### src/rtl/jhrs_pkg.sv
// Shared types, constants, sine generator and microprogram of the heading-relative setpoint block.
package jhrs_pkg;

    // Parameter defaults
    localparam int START_HEADING_DEF    = 0;
    localparam int SINE_TABLE_DEPTH_DEF = 256;
    localparam int DEADBAND_DEF         = 820;

    // Configuration port
    localparam int CFG_IDX_W  = 4;
    localparam int CFG_DATA_W = 32;

    localparam logic [CFG_IDX_W-1:0] CFG_START_X         = 4'd0;
    localparam logic [CFG_IDX_W-1:0] CFG_START_Y         = 4'd1;
    localparam logic [CFG_IDX_W-1:0] CFG_START_Z         = 4'd2;
    localparam logic [CFG_IDX_W-1:0] CFG_MIN_HEIGHT      = 4'd3;
    localparam logic [CFG_IDX_W-1:0] CFG_MAX_HEIGHT      = 4'd4;
    localparam logic [CFG_IDX_W-1:0] CFG_HORIZONTAL_GAIN = 4'd5;
    localparam logic [CFG_IDX_W-1:0] CFG_VERTICAL_GAIN   = 4'd6;
    localparam logic [CFG_IDX_W-1:0] CFG_TURN_GAIN       = 4'd7;

    // Register reset values
    localparam logic signed [31:0] RST_START_X    = 32'sd0;
    localparam logic signed [31:0] RST_START_Y    = 32'sd0;
    localparam logic signed [31:0] RST_START_Z    = 32'sd65536;
    localparam logic signed [31:0] RST_MIN_HEIGHT = 32'sd0;
    localparam logic signed [31:0] RST_MAX_HEIGHT = 32'sd131072;
    localparam logic [15:0]        RST_H_GAIN     = 16'd1966;
    localparam logic [15:0]        RST_V_GAIN     = 16'd1311;
    localparam logic [15:0]        RST_T_GAIN     = 16'd104;

    // Item command codes
    localparam logic CMD_JOY  = 1'b0;
    localparam logic CMD_TICK = 1'b1;

    // Quarter turn in binary angle units
    localparam logic [15:0] QUARTER_TURN = 16'd16384;

    // pi/2 in Q30
    localparam logic [63:0] HALF_PI_Q30 = 64'd1686629713;

    typedef struct packed {
        logic               cmd;
        logic signed [15:0] axis_roll;
        logic signed [15:0] axis_pitch;
        logic signed [15:0] axis_turn;
        logic signed [15:0] axis_climb;
        logic               reset_button;
    } in_item_t;

    typedef struct packed {
        logic signed [31:0] pos_x;
        logic signed [31:0] pos_y;
        logic signed [31:0] pos_z;
        logic [15:0]        heading;
    } out_item_t;

    typedef struct packed {
        logic signed [31:0] start_x;
        logic signed [31:0] start_y;
        logic signed [31:0] start_z;
        logic signed [31:0] min_height;
        logic signed [31:0] max_height;
        logic [15:0]        horizontal_gain;
        logic [15:0]        vertical_gain;
        logic [15:0]        turn_gain;
    } cfg_t;

    // Control word fields
    typedef enum logic [2:0] {
        MUL_PITCH_HG, MUL_ROLL_HG, MUL_CLIMB_VG, MUL_TURN_TG,
        MUL_FWD_C, MUL_LAT_S, MUL_FWD_S, MUL_LAT_C
    } mul_sel_t;

    typedef enum logic [1:0] {ACC_HOLD, ACC_LOAD, ACC_ADD, ACC_SUB} acc_op_t;

    typedef enum logic [2:0] {
        WR_NONE, WR_FWD, WR_LAT, WR_UP, WR_TURN, WR_DX, WR_DY
    } wr_sel_t;

    typedef enum logic {ROM_SIN, ROM_COS} rom_sel_t;

    typedef enum logic [1:0] {CAP_NONE, CAP_SIN, CAP_COS} cap_sel_t;

    typedef enum logic [2:0] {
        POS_NONE, POS_JOY, POS_Z_SUM, POS_Z_CLAMP, POS_HEAD, POS_X, POS_Y
    } pos_op_t;

    typedef enum logic [1:0] {SEQ_NEXT, SEQ_BR_JOY, SEQ_PUBLISH, SEQ_END} seq_op_t;

    typedef struct packed {
        mul_sel_t mul_sel;
        acc_op_t  acc_op;
        wr_sel_t  wr_sel;
        rom_sel_t rom_sel;
        cap_sel_t cap_sel;
        pos_op_t  pos_op;
        seq_op_t  seq_op;
    } ucode_t;

    // Program counter
    localparam int               PC_W     = 4;
    localparam logic [PC_W-1:0]  JOY_STEP = 4'd12;

    // Microprogram: a tick runs steps 0 to 11, a joystick item steps 0 and 12.
    // Each multiplier result is registered in prod_reg, then in the accumulator, before write-back.
    function automatic ucode_t ucode_at(input logic [PC_W-1:0] pc);
        ucode_t uc;
        case (pc)
            4'd0:  uc = '{MUL_PITCH_HG, ACC_HOLD, WR_NONE, ROM_SIN, CAP_NONE, POS_NONE,
                          SEQ_BR_JOY};
            4'd1:  uc = '{MUL_ROLL_HG, ACC_LOAD, WR_NONE, ROM_COS, CAP_SIN, POS_NONE,
                          SEQ_NEXT};
            4'd2:  uc = '{MUL_CLIMB_VG, ACC_LOAD, WR_FWD, ROM_SIN, CAP_COS, POS_NONE,
                          SEQ_NEXT};
            4'd3:  uc = '{MUL_TURN_TG, ACC_LOAD, WR_LAT, ROM_SIN, CAP_NONE, POS_NONE,
                          SEQ_NEXT};
            4'd4:  uc = '{MUL_FWD_C, ACC_LOAD, WR_UP, ROM_SIN, CAP_NONE, POS_NONE,
                          SEQ_NEXT};
            4'd5:  uc = '{MUL_LAT_S, ACC_LOAD, WR_TURN, ROM_SIN, CAP_NONE, POS_Z_SUM,
                          SEQ_NEXT};
            4'd6:  uc = '{MUL_FWD_S, ACC_SUB, WR_NONE, ROM_SIN, CAP_NONE, POS_HEAD,
                          SEQ_NEXT};
            4'd7:  uc = '{MUL_LAT_C, ACC_LOAD, WR_DX, ROM_SIN, CAP_NONE, POS_Z_CLAMP,
                          SEQ_NEXT};
            4'd8:  uc = '{MUL_LAT_C, ACC_ADD, WR_NONE, ROM_SIN, CAP_NONE, POS_X,
                          SEQ_NEXT};
            4'd9:  uc = '{MUL_LAT_C, ACC_HOLD, WR_DY, ROM_SIN, CAP_NONE, POS_NONE,
                          SEQ_NEXT};
            4'd10: uc = '{MUL_LAT_C, ACC_HOLD, WR_NONE, ROM_SIN, CAP_NONE, POS_Y,
                          SEQ_NEXT};
            4'd11: uc = '{MUL_LAT_C, ACC_HOLD, WR_NONE, ROM_SIN, CAP_NONE, POS_NONE,
                          SEQ_PUBLISH};
            4'd12: uc = '{MUL_PITCH_HG, ACC_HOLD, WR_NONE, ROM_SIN, CAP_NONE, POS_JOY,
                          SEQ_END};
            default: uc = '{MUL_PITCH_HG, ACC_HOLD, WR_NONE, ROM_SIN, CAP_NONE, POS_NONE,
                            SEQ_END};
        endcase
        return uc;
    endfunction

    // Sine of a binary angle in Q1.14: fold into the first quadrant, then an
    // odd series to the eleventh power in Q30. Evaluated at elaboration only.
    function automatic logic signed [15:0] sine_q14(input logic [15:0] a);
        logic [1:0]         quad;
        logic [63:0]        r;
        logic [63:0]        t;
        logic [63:0]        t2;
        logic [63:0]        term;
        logic signed [63:0] sum;
        logic [63:0]        res;
        logic signed [15:0] mag;
        quad = a[15:14];
        r    = {50'd0, a[13:0]};
        if (quad[0]) begin
            r = 64'd16384 - r;
        end
        t    = (r * HALF_PI_Q30) >> 14;
        t2   = (t * t) >> 30;
        term = t;
        sum  = signed'(t);
        for (int n = 1; n <= 5; n++) begin
            term = (term * t2) >> 30;
            case (n)
                1:       term = term / 64'd6;
                2:       term = term / 64'd20;
                3:       term = term / 64'd42;
                4:       term = term / 64'd72;
                default: term = term / 64'd110;
            endcase
            if (n[0]) begin
                sum = sum - signed'(term);
            end else begin
                sum = sum + signed'(term);
            end
        end
        if (sum < 0) begin
            sum = '0;
        end
        res = (unsigned'(sum) + 64'd32768) >> 16;
        if (res > 64'd16384) begin
            res = 64'd16384;
        end
        mag = signed'(res[15:0]);
        return quad[1] ? -mag : mag;
    endfunction

endpackage

### src/rtl/jhrs_sine_rom.sv
// Sine lookup table with registered read, one entry per table step.
module jhrs_sine_rom #(
    parameter int DEPTH  = jhrs_pkg::SINE_TABLE_DEPTH_DEF,
    parameter int ADDR_W = $clog2(DEPTH)
) (
    input  logic                     aclk,
    input  logic [ADDR_W-1:0]        addr,
    output logic signed [15:0]       data
);

    logic signed [15:0] sine_w [DEPTH];
    logic signed [15:0] data_reg;

    // Build the table from the sine generator at elaboration
    for (genvar k = 0; k < DEPTH; k++) begin : g_entry
        assign sine_w[k] = jhrs_pkg::sine_q14(16'((k * 65536) / DEPTH));
    end

    // Register the read data
    always_ff @(posedge aclk) begin
        data_reg <= sine_w[addr];
    end

    assign data = data_reg;

endmodule

### src/rtl/jhrs_datapath.sv
// Datapath: shared multiplier, accumulator, pose and held axes, driven by one control word a step.
module jhrs_datapath #(
    parameter int START_HEADING    = jhrs_pkg::START_HEADING_DEF,
    parameter int SINE_TABLE_DEPTH = jhrs_pkg::SINE_TABLE_DEPTH_DEF,
    parameter int DEADBAND         = jhrs_pkg::DEADBAND_DEF
) (
    input  logic                aclk,
    input  logic                aresetn,
    input  logic                en,
    input  jhrs_pkg::ucode_t    uc,
    input  jhrs_pkg::in_item_t  item,
    input  jhrs_pkg::cfg_t      cfg,
    output jhrs_pkg::out_item_t pose
);

    localparam int IDX_W  = $clog2(SINE_TABLE_DEPTH);
    localparam int MUL_AW = 18;
    localparam int MUL_BW = 17;
    localparam int PROD_W = MUL_AW + MUL_BW;
    localparam int ACC_W  = 36;
    localparam int FRAC   = 14;
    localparam int STEP_W = ACC_W - FRAC;

    localparam logic signed [16:0]     DB_W       = 17'(DEADBAND);
    localparam logic signed [ACC_W-1:0] ROUND_HALF = ACC_W'(1 << (FRAC - 1));
    localparam logic [15:0]            HEAD_RST   = 16'(START_HEADING);

    // Pose and held axes
    logic signed [31:0]       x_reg, y_reg, z_reg;
    logic [15:0]              heading_reg;
    logic signed [15:0]       roll_reg, pitch_reg, turn_ax_reg, climb_reg;

    // Working registers
    logic signed [PROD_W-1:0] prod_reg;
    logic signed [ACC_W-1:0]  acc_reg;
    logic signed [MUL_AW-1:0] fwd_reg, lat_reg, up_reg;
    logic [15:0]              turn_reg;
    logic signed [STEP_W-1:0] dx_reg, dy_reg;
    logic signed [15:0]       s_reg, c_reg;
    logic signed [32:0]       z_sum_reg;

    logic signed [MUL_AW-1:0] mul_a;
    logic signed [MUL_BW-1:0] mul_b;
    logic signed [PROD_W-1:0] prod_next;
    logic signed [ACC_W-1:0]  acc_ext, acc_next, rnd_full;
    logic signed [STEP_W-1:0] rnd;
    logic signed [32:0]       x_sum, y_sum, lo_w, hi_w;
    logic signed [31:0]       x_sat, y_sat, z_clamp;
    logic [15:0]              h_sel;
    logic [IDX_W+15:0]        idx_prod;
    logic [IDX_W-1:0]         rom_addr;
    logic signed [15:0]       rom_q;

    function automatic logic signed [15:0] dead_zone(input logic signed [15:0] a);
        logic signed [16:0] a_w;
        a_w = 17'(a);
        if (a_w > -DB_W && a_w < DB_W) begin
            return '0;
        end
        return a;
    endfunction

    function automatic logic signed [31:0] sat33(input logic signed [32:0] v);
        if (v[32] != v[31]) begin
            return v[32] ? 32'sh8000_0000 : 32'sh7fff_ffff;
        end
        return v[31:0];
    endfunction

    // Select multiplier operands
    always_comb begin
        case (uc.mul_sel)
            jhrs_pkg::MUL_PITCH_HG: begin
                mul_a = MUL_AW'(pitch_reg);
                mul_b = signed'({1'b0, cfg.horizontal_gain});
            end
            jhrs_pkg::MUL_ROLL_HG: begin
                mul_a = MUL_AW'(roll_reg);
                mul_b = signed'({1'b0, cfg.horizontal_gain});
            end
            jhrs_pkg::MUL_CLIMB_VG: begin
                mul_a = MUL_AW'(climb_reg);
                mul_b = signed'({1'b0, cfg.vertical_gain});
            end
            jhrs_pkg::MUL_TURN_TG: begin
                mul_a = MUL_AW'(turn_ax_reg);
                mul_b = signed'({1'b0, cfg.turn_gain});
            end
            jhrs_pkg::MUL_FWD_C: begin
                mul_a = fwd_reg;
                mul_b = MUL_BW'(c_reg);
            end
            jhrs_pkg::MUL_LAT_S: begin
                mul_a = lat_reg;
                mul_b = MUL_BW'(s_reg);
            end
            jhrs_pkg::MUL_FWD_S: begin
                mul_a = fwd_reg;
                mul_b = MUL_BW'(s_reg);
            end
            default: begin
                mul_a = lat_reg;
                mul_b = MUL_BW'(c_reg);
            end
        endcase
    end

    assign prod_next = mul_a * mul_b;

    // Accumulate the registered product
    assign acc_ext = ACC_W'(prod_reg);
    always_comb begin
        case (uc.acc_op)
            jhrs_pkg::ACC_LOAD: acc_next = acc_ext;
            jhrs_pkg::ACC_ADD:  acc_next = acc_reg + acc_ext;
            jhrs_pkg::ACC_SUB:  acc_next = acc_reg - acc_ext;
            default:            acc_next = acc_reg;
        endcase
    end

    // Round the accumulator to the nearest step, ties upward
    assign rnd_full = acc_reg + ROUND_HALF;
    assign rnd      = rnd_full[ACC_W-1:FRAC];

    // Saturating horizontal updates and the height clamp
    assign x_sum = 33'(x_reg) + 33'(dx_reg);
    assign y_sum = 33'(y_reg) + 33'(dy_reg);
    assign x_sat = sat33(x_sum);
    assign y_sat = sat33(y_sum);
    assign lo_w  = 33'(cfg.min_height);
    assign hi_w  = 33'(cfg.max_height);

    always_comb begin
        if (z_sum_reg < lo_w) begin
            z_clamp = (lo_w > hi_w) ? cfg.max_height : cfg.min_height;
        end else if (z_sum_reg > hi_w) begin
            z_clamp = cfg.max_height;
        end else begin
            z_clamp = z_sum_reg[31:0];
        end
    end

    // Table index for sine or cosine of the held heading
    assign h_sel    = (uc.rom_sel == jhrs_pkg::ROM_COS) ? heading_reg + jhrs_pkg::QUARTER_TURN
                                                         : heading_reg;
    assign idx_prod = {{IDX_W{1'b0}}, h_sel} * (IDX_W+16)'(SINE_TABLE_DEPTH);
    assign rom_addr = idx_prod[IDX_W+15:16];

    jhrs_sine_rom #(
        .DEPTH  (SINE_TABLE_DEPTH),
        .ADDR_W (IDX_W)
    ) u_rom (
        .aclk (aclk),
        .addr (rom_addr),
        .data (rom_q)
    );

    // Working registers advance on enabled steps only
    always_ff @(posedge aclk) begin
        if (en) begin
            prod_reg <= prod_next;
            acc_reg  <= acc_next;
            case (uc.wr_sel)
                jhrs_pkg::WR_FWD:  fwd_reg  <= rnd[MUL_AW-1:0];
                jhrs_pkg::WR_LAT:  lat_reg  <= rnd[MUL_AW-1:0];
                jhrs_pkg::WR_UP:   up_reg   <= rnd[MUL_AW-1:0];
                jhrs_pkg::WR_TURN: turn_reg <= rnd[15:0];
                jhrs_pkg::WR_DX:   dx_reg   <= rnd;
                jhrs_pkg::WR_DY:   dy_reg   <= rnd;
                default: ;
            endcase
            case (uc.cap_sel)
                jhrs_pkg::CAP_SIN: s_reg <= rom_q;
                jhrs_pkg::CAP_COS: c_reg <= rom_q;
                default: ;
            endcase
            if (uc.pos_op == jhrs_pkg::POS_Z_SUM) begin
                z_sum_reg <= 33'(z_reg) + 33'(up_reg);
            end
        end
    end

    // Pose and held axes
    always_ff @(posedge aclk) begin
        if (!aresetn) begin
            x_reg       <= jhrs_pkg::RST_START_X;
            y_reg       <= jhrs_pkg::RST_START_Y;
            z_reg       <= jhrs_pkg::RST_START_Z;
            heading_reg <= HEAD_RST;
            roll_reg    <= '0;
            pitch_reg   <= '0;
            turn_ax_reg <= '0;
            climb_reg   <= '0;
        end else if (en) begin
            case (uc.pos_op)
                jhrs_pkg::POS_JOY: begin
                    if (item.reset_button) begin
                        x_reg       <= cfg.start_x;
                        y_reg       <= cfg.start_y;
                        z_reg       <= cfg.start_z;
                        heading_reg <= HEAD_RST;
                    end
                    roll_reg    <= dead_zone(item.axis_roll);
                    pitch_reg   <= dead_zone(item.axis_pitch);
                    turn_ax_reg <= dead_zone(item.axis_turn);
                    climb_reg   <= dead_zone(item.axis_climb);
                end
                jhrs_pkg::POS_Z_CLAMP: z_reg       <= z_clamp;
                jhrs_pkg::POS_HEAD:    heading_reg <= heading_reg + turn_reg;
                jhrs_pkg::POS_X:       x_reg       <= x_sat;
                jhrs_pkg::POS_Y:       y_reg       <= y_sat;
                default: ;
            endcase
        end
    end

    assign pose.pos_x   = x_reg;
    assign pose.pos_y   = y_reg;
    assign pose.pos_z   = z_reg;
    assign pose.heading = heading_reg;

endmodule

### src/rtl/joystick_heading_relative_setpoint.sv
// Top level: configuration registers, microprogram sequencer, input and result handshakes.
//
// Holds an x/y/z setpoint in Q15.16 metres and a 16-bit binary-angle heading, moved by four
// Q1.14 stick axes. A joystick item (cmd 0) latches the axes after the deadband and, with its
// reset button set, restores the start pose; it yields no result, and the block takes no new
// item until it has run steps 0 and 12 of the microprogram. A tick item (cmd 1) runs a
// twelve-step microprogram around one shared 18 x 17 multiplier and one accumulator:
// body step, rotation by the heading held before the tick through a registered sine table,
// saturating x/y update, z clamp and heading update. Its result is published at its last
// step, and no new item is taken before that step is through. The result sits in an
// output register, so the next item is accepted while it waits; only a second tick finding
// that register still full holds at its last step. Configuration writes are always taken and
// should be made while the block is idle.
module joystick_heading_relative_setpoint #(
    parameter int START_HEADING    = jhrs_pkg::START_HEADING_DEF,
    parameter int SINE_TABLE_DEPTH = jhrs_pkg::SINE_TABLE_DEPTH_DEF,
    parameter int DEADBAND         = jhrs_pkg::DEADBAND_DEF
) (
    input  logic                                aclk,
    input  logic                                aresetn,
    input  logic                                s_valid,
    output logic                                s_ready,
    input  jhrs_pkg::in_item_t                  s_data,
    output logic                                m_valid,
    input  logic                                m_ready,
    output jhrs_pkg::out_item_t                 m_data,
    input  logic                                cfg_valid,
    output logic                                cfg_ready,
    input  logic [jhrs_pkg::CFG_IDX_W-1:0]      cfg_index,
    input  logic [jhrs_pkg::CFG_DATA_W-1:0]     cfg_data
);

    jhrs_pkg::cfg_t                 cfg_reg;
    jhrs_pkg::in_item_t             item_reg;
    jhrs_pkg::out_item_t            out_reg, out_next;
    jhrs_pkg::out_item_t            pose;
    jhrs_pkg::ucode_t               uc;
    logic                           busy_reg, busy_next;
    logic [jhrs_pkg::PC_W-1:0]      pc_reg, pc_next;
    logic                           out_valid_reg, out_valid_next;
    logic                           stall, step_en, publish;

    assign cfg_ready = 1'b1;
    assign s_ready   = !busy_reg;
    assign m_valid   = out_valid_reg;
    assign m_data    = out_reg;

    // Configuration registers
    always_ff @(posedge aclk) begin
        if (!aresetn) begin
            cfg_reg.start_x         <= jhrs_pkg::RST_START_X;
            cfg_reg.start_y         <= jhrs_pkg::RST_START_Y;
            cfg_reg.start_z         <= jhrs_pkg::RST_START_Z;
            cfg_reg.min_height      <= jhrs_pkg::RST_MIN_HEIGHT;
            cfg_reg.max_height      <= jhrs_pkg::RST_MAX_HEIGHT;
            cfg_reg.horizontal_gain <= jhrs_pkg::RST_H_GAIN;
            cfg_reg.vertical_gain   <= jhrs_pkg::RST_V_GAIN;
            cfg_reg.turn_gain       <= jhrs_pkg::RST_T_GAIN;
        end else if (cfg_valid && cfg_ready) begin
            unique case (cfg_index)
                jhrs_pkg::CFG_START_X:         cfg_reg.start_x         <= signed'(cfg_data);
                jhrs_pkg::CFG_START_Y:         cfg_reg.start_y         <= signed'(cfg_data);
                jhrs_pkg::CFG_START_Z:         cfg_reg.start_z         <= signed'(cfg_data);
                jhrs_pkg::CFG_MIN_HEIGHT:      cfg_reg.min_height      <= signed'(cfg_data);
                jhrs_pkg::CFG_MAX_HEIGHT:      cfg_reg.max_height      <= signed'(cfg_data);
                jhrs_pkg::CFG_HORIZONTAL_GAIN: cfg_reg.horizontal_gain <= cfg_data[15:0];
                jhrs_pkg::CFG_VERTICAL_GAIN:   cfg_reg.vertical_gain   <= cfg_data[15:0];
                jhrs_pkg::CFG_TURN_GAIN:       cfg_reg.turn_gain       <= cfg_data[15:0];
                default: ;
            endcase
        end
    end

    // Decode the current step; hold the publish step while the output is full and m_ready is low
    assign uc      = jhrs_pkg::ucode_at(pc_reg);
    assign stall   = (uc.seq_op == jhrs_pkg::SEQ_PUBLISH) && out_valid_reg && !m_ready;
    assign step_en = busy_reg && !stall;
    assign publish = step_en && (uc.seq_op == jhrs_pkg::SEQ_PUBLISH);

    // Sequencer and result register next values
    always_comb begin
        busy_next      = busy_reg;
        pc_next        = pc_reg;
        out_valid_next = out_valid_reg && !m_ready;
        out_next       = out_reg;
        if (!busy_reg) begin
            if (s_valid) begin
                busy_next = 1'b1;
                pc_next   = '0;
            end
        end else if (!stall) begin
            unique case (uc.seq_op)
                jhrs_pkg::SEQ_NEXT: pc_next = pc_reg + 1'b1;
                jhrs_pkg::SEQ_BR_JOY: begin
                    pc_next = (item_reg.cmd == jhrs_pkg::CMD_JOY) ? jhrs_pkg::JOY_STEP
                                                                  : pc_reg + 1'b1;
                end
                jhrs_pkg::SEQ_PUBLISH: begin
                    busy_next      = 1'b0;
                    out_valid_next = 1'b1;
                    out_next       = pose;
                end
                jhrs_pkg::SEQ_END: busy_next = 1'b0;
                default: ;
            endcase
        end
    end

    always_ff @(posedge aclk) begin
        if (!aresetn) begin
            busy_reg      <= 1'b0;
            pc_reg        <= '0;
            out_valid_reg <= 1'b0;
        end else begin
            busy_reg      <= busy_next;
            pc_reg        <= pc_next;
            out_valid_reg <= out_valid_next;
        end
    end

    // Hold the accepted item and the published pose
    always_ff @(posedge aclk) begin
        if (s_valid && s_ready) begin
            item_reg <= s_data;
        end
        out_reg <= out_next;
    end

    jhrs_datapath #(
        .START_HEADING    (START_HEADING),
        .SINE_TABLE_DEPTH (SINE_TABLE_DEPTH),
        .DEADBAND         (DEADBAND)
    ) u_datapath (
        .aclk    (aclk),
        .aresetn (aresetn),
        .en      (step_en),
        .uc      (uc),
        .item    (item_reg),
        .cfg     (cfg_reg),
        .pose    (pose)
    );

    // A transfer starts the program at its first step
    a_start: assert property (@(posedge aclk) disable iff (!aresetn)
        (s_valid && s_ready) |=> (busy_reg && pc_reg == '0))
        else $error("program did not start at step zero after input transfer");

    // The step counter stays within the program
    a_pc_range: assert property (@(posedge aclk) disable iff (!aresetn)
        busy_reg |-> (pc_reg <= jhrs_pkg::JOY_STEP))
        else $error("step counter beyond the program");

    // Publishing always presents a result
    a_publish: assert property (@(posedge aclk) disable iff (!aresetn)
        publish |=> m_valid)
        else $error("publish step left the output empty");

    // A joystick item never raises a result
    a_joy_silent: assert property (@(posedge aclk) disable iff (!aresetn)
        (busy_reg && uc.seq_op == jhrs_pkg::SEQ_END && !m_valid) |=> !m_valid)
        else $error("joystick item produced a result");

    // The publish step is reached only by a tick
    a_tick_only: assert property (@(posedge aclk) disable iff (!aresetn)
        publish |-> (item_reg.cmd == jhrs_pkg::CMD_TICK))
        else $error("result published for a joystick item");

endmodule
### config.mk
export PLATFORM = sky130hd
export DESIGN_NAME = joystick_heading_relative_setpoint
export DESIGN_NICKNAME = d
export VERILOG_FILES = /design/src/rtl/jhrs_pkg.sv /design/src/rtl/jhrs_sine_rom.sv /design/src/rtl/jhrs_datapath.sv /design/src/rtl/joystick_heading_relative_setpoint.sv
export SDC_FILE = /design/constraint.sdc
export NUM_CORES = 2
export LEC_CHECK = 0
export BUFFER_PORTS_ARGS = -buffer_cell sky130_fd_sc_hd__buf_2
export CAP_MARGIN = 10
export CELL_PAD_IN_SITES_DETAIL_PLACEMENT = 1
export CELL_PAD_IN_SITES_GLOBAL_PLACEMENT = 2
export CORE_UTILIZATION = 35
export DETAILED_ROUTE_END_ITERATION = 7
export PLACE_DENSITY = 0.82
export SLEW_MARGIN = 0
export SYNTH_ARGS = -nofsm -noshare
export SYNTH_HDL_FRONTEND = slang
export SYNTH_HIERARCHICAL = 1
export SYNTH_SLANG_ARGS = --single-unit
### constraint.sdc
create_clock -name aclk -period 19 [get_ports aclk]
set_clock_uncertainty 0.15 [all_clocks]
set_input_delay 3.8 -clock aclk [delete_from_list [all_inputs] [get_ports aclk]]
set_output_delay 3.8 -clock aclk [all_outputs]
set_load 0.05 [all_outputs]
==> impl_metrics.py <==
metrics = {
    "status": {
        "status": "complete, but fails checks",
        "violations": "design-rule violations",
    },
    "logic_synthesis": {
        "synth.largest_area_cell": "edfxtp_1",
        "synth_cells": 6239,
        "ys_types": 105,
        "syn-num-nets": 7017,
        "synth_warnings": 6,
        "synth_area_um2": 58200,
        "synth-edff-count": 428,
        "synthTopCellsByArea": "edfxtp_1 (22%), dfxtp_1 (14%), fa_1 (11%), ha_1 (7.6%), nand2_1 (5.5%)",
        "synth_top_area_share_pct": 22.1,
        "synth-main-ff-cell": "edfxtp_1",
        "ys_async_sr_fraction_pct": 0,
        "ys_seq_elements": 849,
        "avgSynthCellArea_um2": 9.33,
        "seq_area_frac_synth_pct": 36.5,
    },
    "setup_path": {
        "critPathArrivalTime_ns": 9.70,
        "crit_path_end_kind": "register",
        "path_class": "reg -> reg",
        "cp-start-kind": "register",
        "cp_max_fo": 38,
        "worstPathRequired_ns": 19.34,
    },
    "hold_path": {
        "min_path_type": "reg -> reg",
    },
    "timing": {
        "maxClockFrequency_ghz": 0.107,
        "min_period_ns": 9.36,
        "slew_violations": 0,
        "worstMarginPinSlew_ns": 1.30,
        "relSlewSlack_pct": 13.5,
        "holdWs_ns": 0.280,
        "setup_tns_ns": 0,
        "fin_crit_sh_pct": 49.3,
        "hold_viol_final": 0,
        "rsz0062_at_grt": "no",
        "finalSetupViolations": 0,
    },
    "grt": {
        "grt-busiest-layer": "met2",
        "grt_max_degree": 215,
        "grtUsageMet2_pct": 41.5,
        "grt_pass1_wl_um": 312000,
        "grt.total_usage_pct": 24.2,
        "use_met1_pct": 30.7,
        "overflow": 0,
        "met3_usage_pct": 3.47,
        "first_global_vias": 50400,
        "antenna_found_initial": 18,
    },
    "die": {
        "die_h_um": 410,
        "start_util_pct": 35.3,
        "rows": 149,
        "core_um2": 165000,
        "ios": 222,
        "die_w_um": 410,
        "dieArea_um2": 168000,
    },
    "placed_design": {
        "place_inst": 8394,
        "gp_congestion": 0.943,
        "hpwl_um": 151000,
        "numPortBuffers": 220,
    },
    "cts": {
        "clockBufferDepth": 3,
        "hold_buffers": 0,
        "cts_tree": "built",
        "cts_setup_buffers": 0,
        "postCtsResizedCells": 0,
        "cts_max_level": 3,
        "clock_sinks": 849,
        "clk_pin_slew_ns": 0.06,
        "cts_buffers": 99,
        "clock_latency_ns": 0.76,
        "cts-root-buf": "clkbuf_16",
    },
    "route": {
        "dr.pass1.iters": 8,
        "wl_per_cell_um": 24.0,
        "vias": 47900,
        "viasPerCell": 5.58,
        "wl_um": 206000,
        "drc_errors": 126,
        "initialDrtViolationCount": 3453,
        "postRouteAntennaNets": 0,
    },
    "power": {
        "powerDensity_nw_per_um2": 118,
        "ir_drop_uv": 170,
        "leakagePower_nw": 25.9,
    },
    "run": {
        "cap_violations": 0,
    },
    "final_layout": {
        "largest_reg_flops": 208,
        "drive_above_1_share_pct": 10.4,
        "nets": 7085,
        "syn_to_final_growth_pct": 11.3,
        "fin_cells": 8592,
    },
}
==> final timing paths <==
path / startpoint / to / slack (ns) / depth (start not counted)
setup reg to reg: uc[13]$_DFF_P_ / u_datapath/prod_reg[34]$_DFFE_PP_ / 9.64 / 27
hold / removal: u_datapath/u_rom/data[13]$_DFF_P_ / u_datapath/s_reg[13]$_DFFE_PP_ / 0.28 / 0
hold reg to reg: u_datapath/u_rom/data[13]$_DFF_P_ / u_datapath/s_reg[13]$_DFFE_PP_ / 0.28 / 0
setup / recovery: uc[13]$_DFF_P_ / u_datapath/prod_reg[34]$_DFFE_PP_ / 9.64 / 27
==> per-stage QoR <==
step | setup WS, ns | instance area, µm² | total power, W | util (%)
5_1_grt | 9.23 | 64800 | 0.00825 | 39.3
6_report | 9.64 | 64800 | 0.00765 | 39.3
2_1_floorplan | 6.72 | 58200 | 0.00478 | -
4_1_cts | 9.57 | 64800 | 0.00772 | 39.2
3_5_place_dp | 9.62 | 61500 | 0.00574 | 37.2
3_3_place_gp | 9.95 | 61500 | 0.00563 | 37.2
==> cell usage after synthesis (59+ instances only) <==
master and count:
edfxtp_1 428, nor3_1 71, mux2i_1 93, nor2b_1 74, dfxtp_1 421, buf_2 60
fa_1 316, xor2_1 59, nand3_1 190, xnor2_1 147, inv_1 549, clkbuf_1 235
nand2_1 860, o21ai_0 280, ha_1 355, nand2b_1 86, a21oi_1 344, a21boi_0 258
nor2_1 439, a21o_1 95
==> cell usage in the layout, fill, tap and decap left out, types with 21 or more instances in the layout <==
cell	n
nand2_1	857
inv_1	548
nor2_1	436
edfxtp_1	428
dfxtp_1	415
ha_1	355
a21oi_1	343
fa_1	316
o21ai_0	279
a21boi_0	258
buf_2	219
nand3_1	189
xnor2_1	141
clkbuf_16	100
a21o_1	95
buf_4	95
mux2i_1	92
nand2b_1	85
nor2b_1	73
nor3_1	69
xor2_1	55
o221ai_1	50
o211ai_1	42
a31oi_1	41
o21a_1	39
a211oi_1	37
o22ai_1	36
nand4_1	34
and2_1	33
o221a_2	33
clkinv_2	29
mux2_2	27
o31ai_1	25
and3_1	23
o21ai_1	23
o21bai_1	23
or2_2	21
==> power breakdown <==
part	internal (W)	switching, W
sequential	0.00213	0.000113
combinational	0.00138	0.00207
clock	0.00109	0.000863
==> cell families (layout without fill, tap and decap cells) <==
family / Yosys count / after routing / synth area share, %
and+or+nand+nor: 1927 / 1927 / 14.9
AOI/OAI and AO/OA: 1539 / 1539 / 17.8
buffers and inverters: 904 / 1058 / 6.26
DFF: 849 / 849 / 36.5
adders and majority gates: 673 / 673 / 18.5
xor gates and xnor gates: 206 / 206 / 3.10
muxes: 140 / 140 / 2.88
other: 1 / 11 / 0.00644
==> layer usage <==
layer | part of all wire [%] | vias up
met5 | 0.038 | -
li1 | - | 21900
met3 | 5.7 | 387
met4 | 3.7 | 14
met2 | 48 | 1370
met1 | 42 | 24300
==> worst max-delay path, stage by stage, from the launching register on <==
cell      delay [ns]
dfxtp_2         0.31
buf_4           0.54
xnor2_1         0.28
nand2b_1        0.17
buf_4           0.33
o22ai_1         0.17
a21oi_1         1.01
nand2_1         0.17
fa_1            0.54
inv_1           0.06
fa_1            0.47
fa_1            0.53
fa_1            0.55
fa_1            0.56
inv_1           0.06
fa_1            0.52
inv_1           0.04
ha_1            0.36
a21o_1          0.18
a21o_1          0.16
a21o_1          0.19
or3_1           0.31
a21oi_1         0.20
o31ai_1         0.16
o41ai_1         0.50
o21ai_0         0.20
a21oi_1         0.21
xnor2_1         0.08
==> layout make-up <==
class / instances / area [µm²]
Timing Repair Buffer: 316 / 1840
Tap cell: 2189 / 2740
Fill cell: 18900 / 100000
Multi-Input combinational cell: 4486 / 33500
Inverter: 555 / 2080
Clock inverter: 63 / 608
Sequential cell: 849 / 21300
Antenna cell: 10 / 25.0
Clock buffer: 124 / 2690
(Power assumes the default switching activity.)
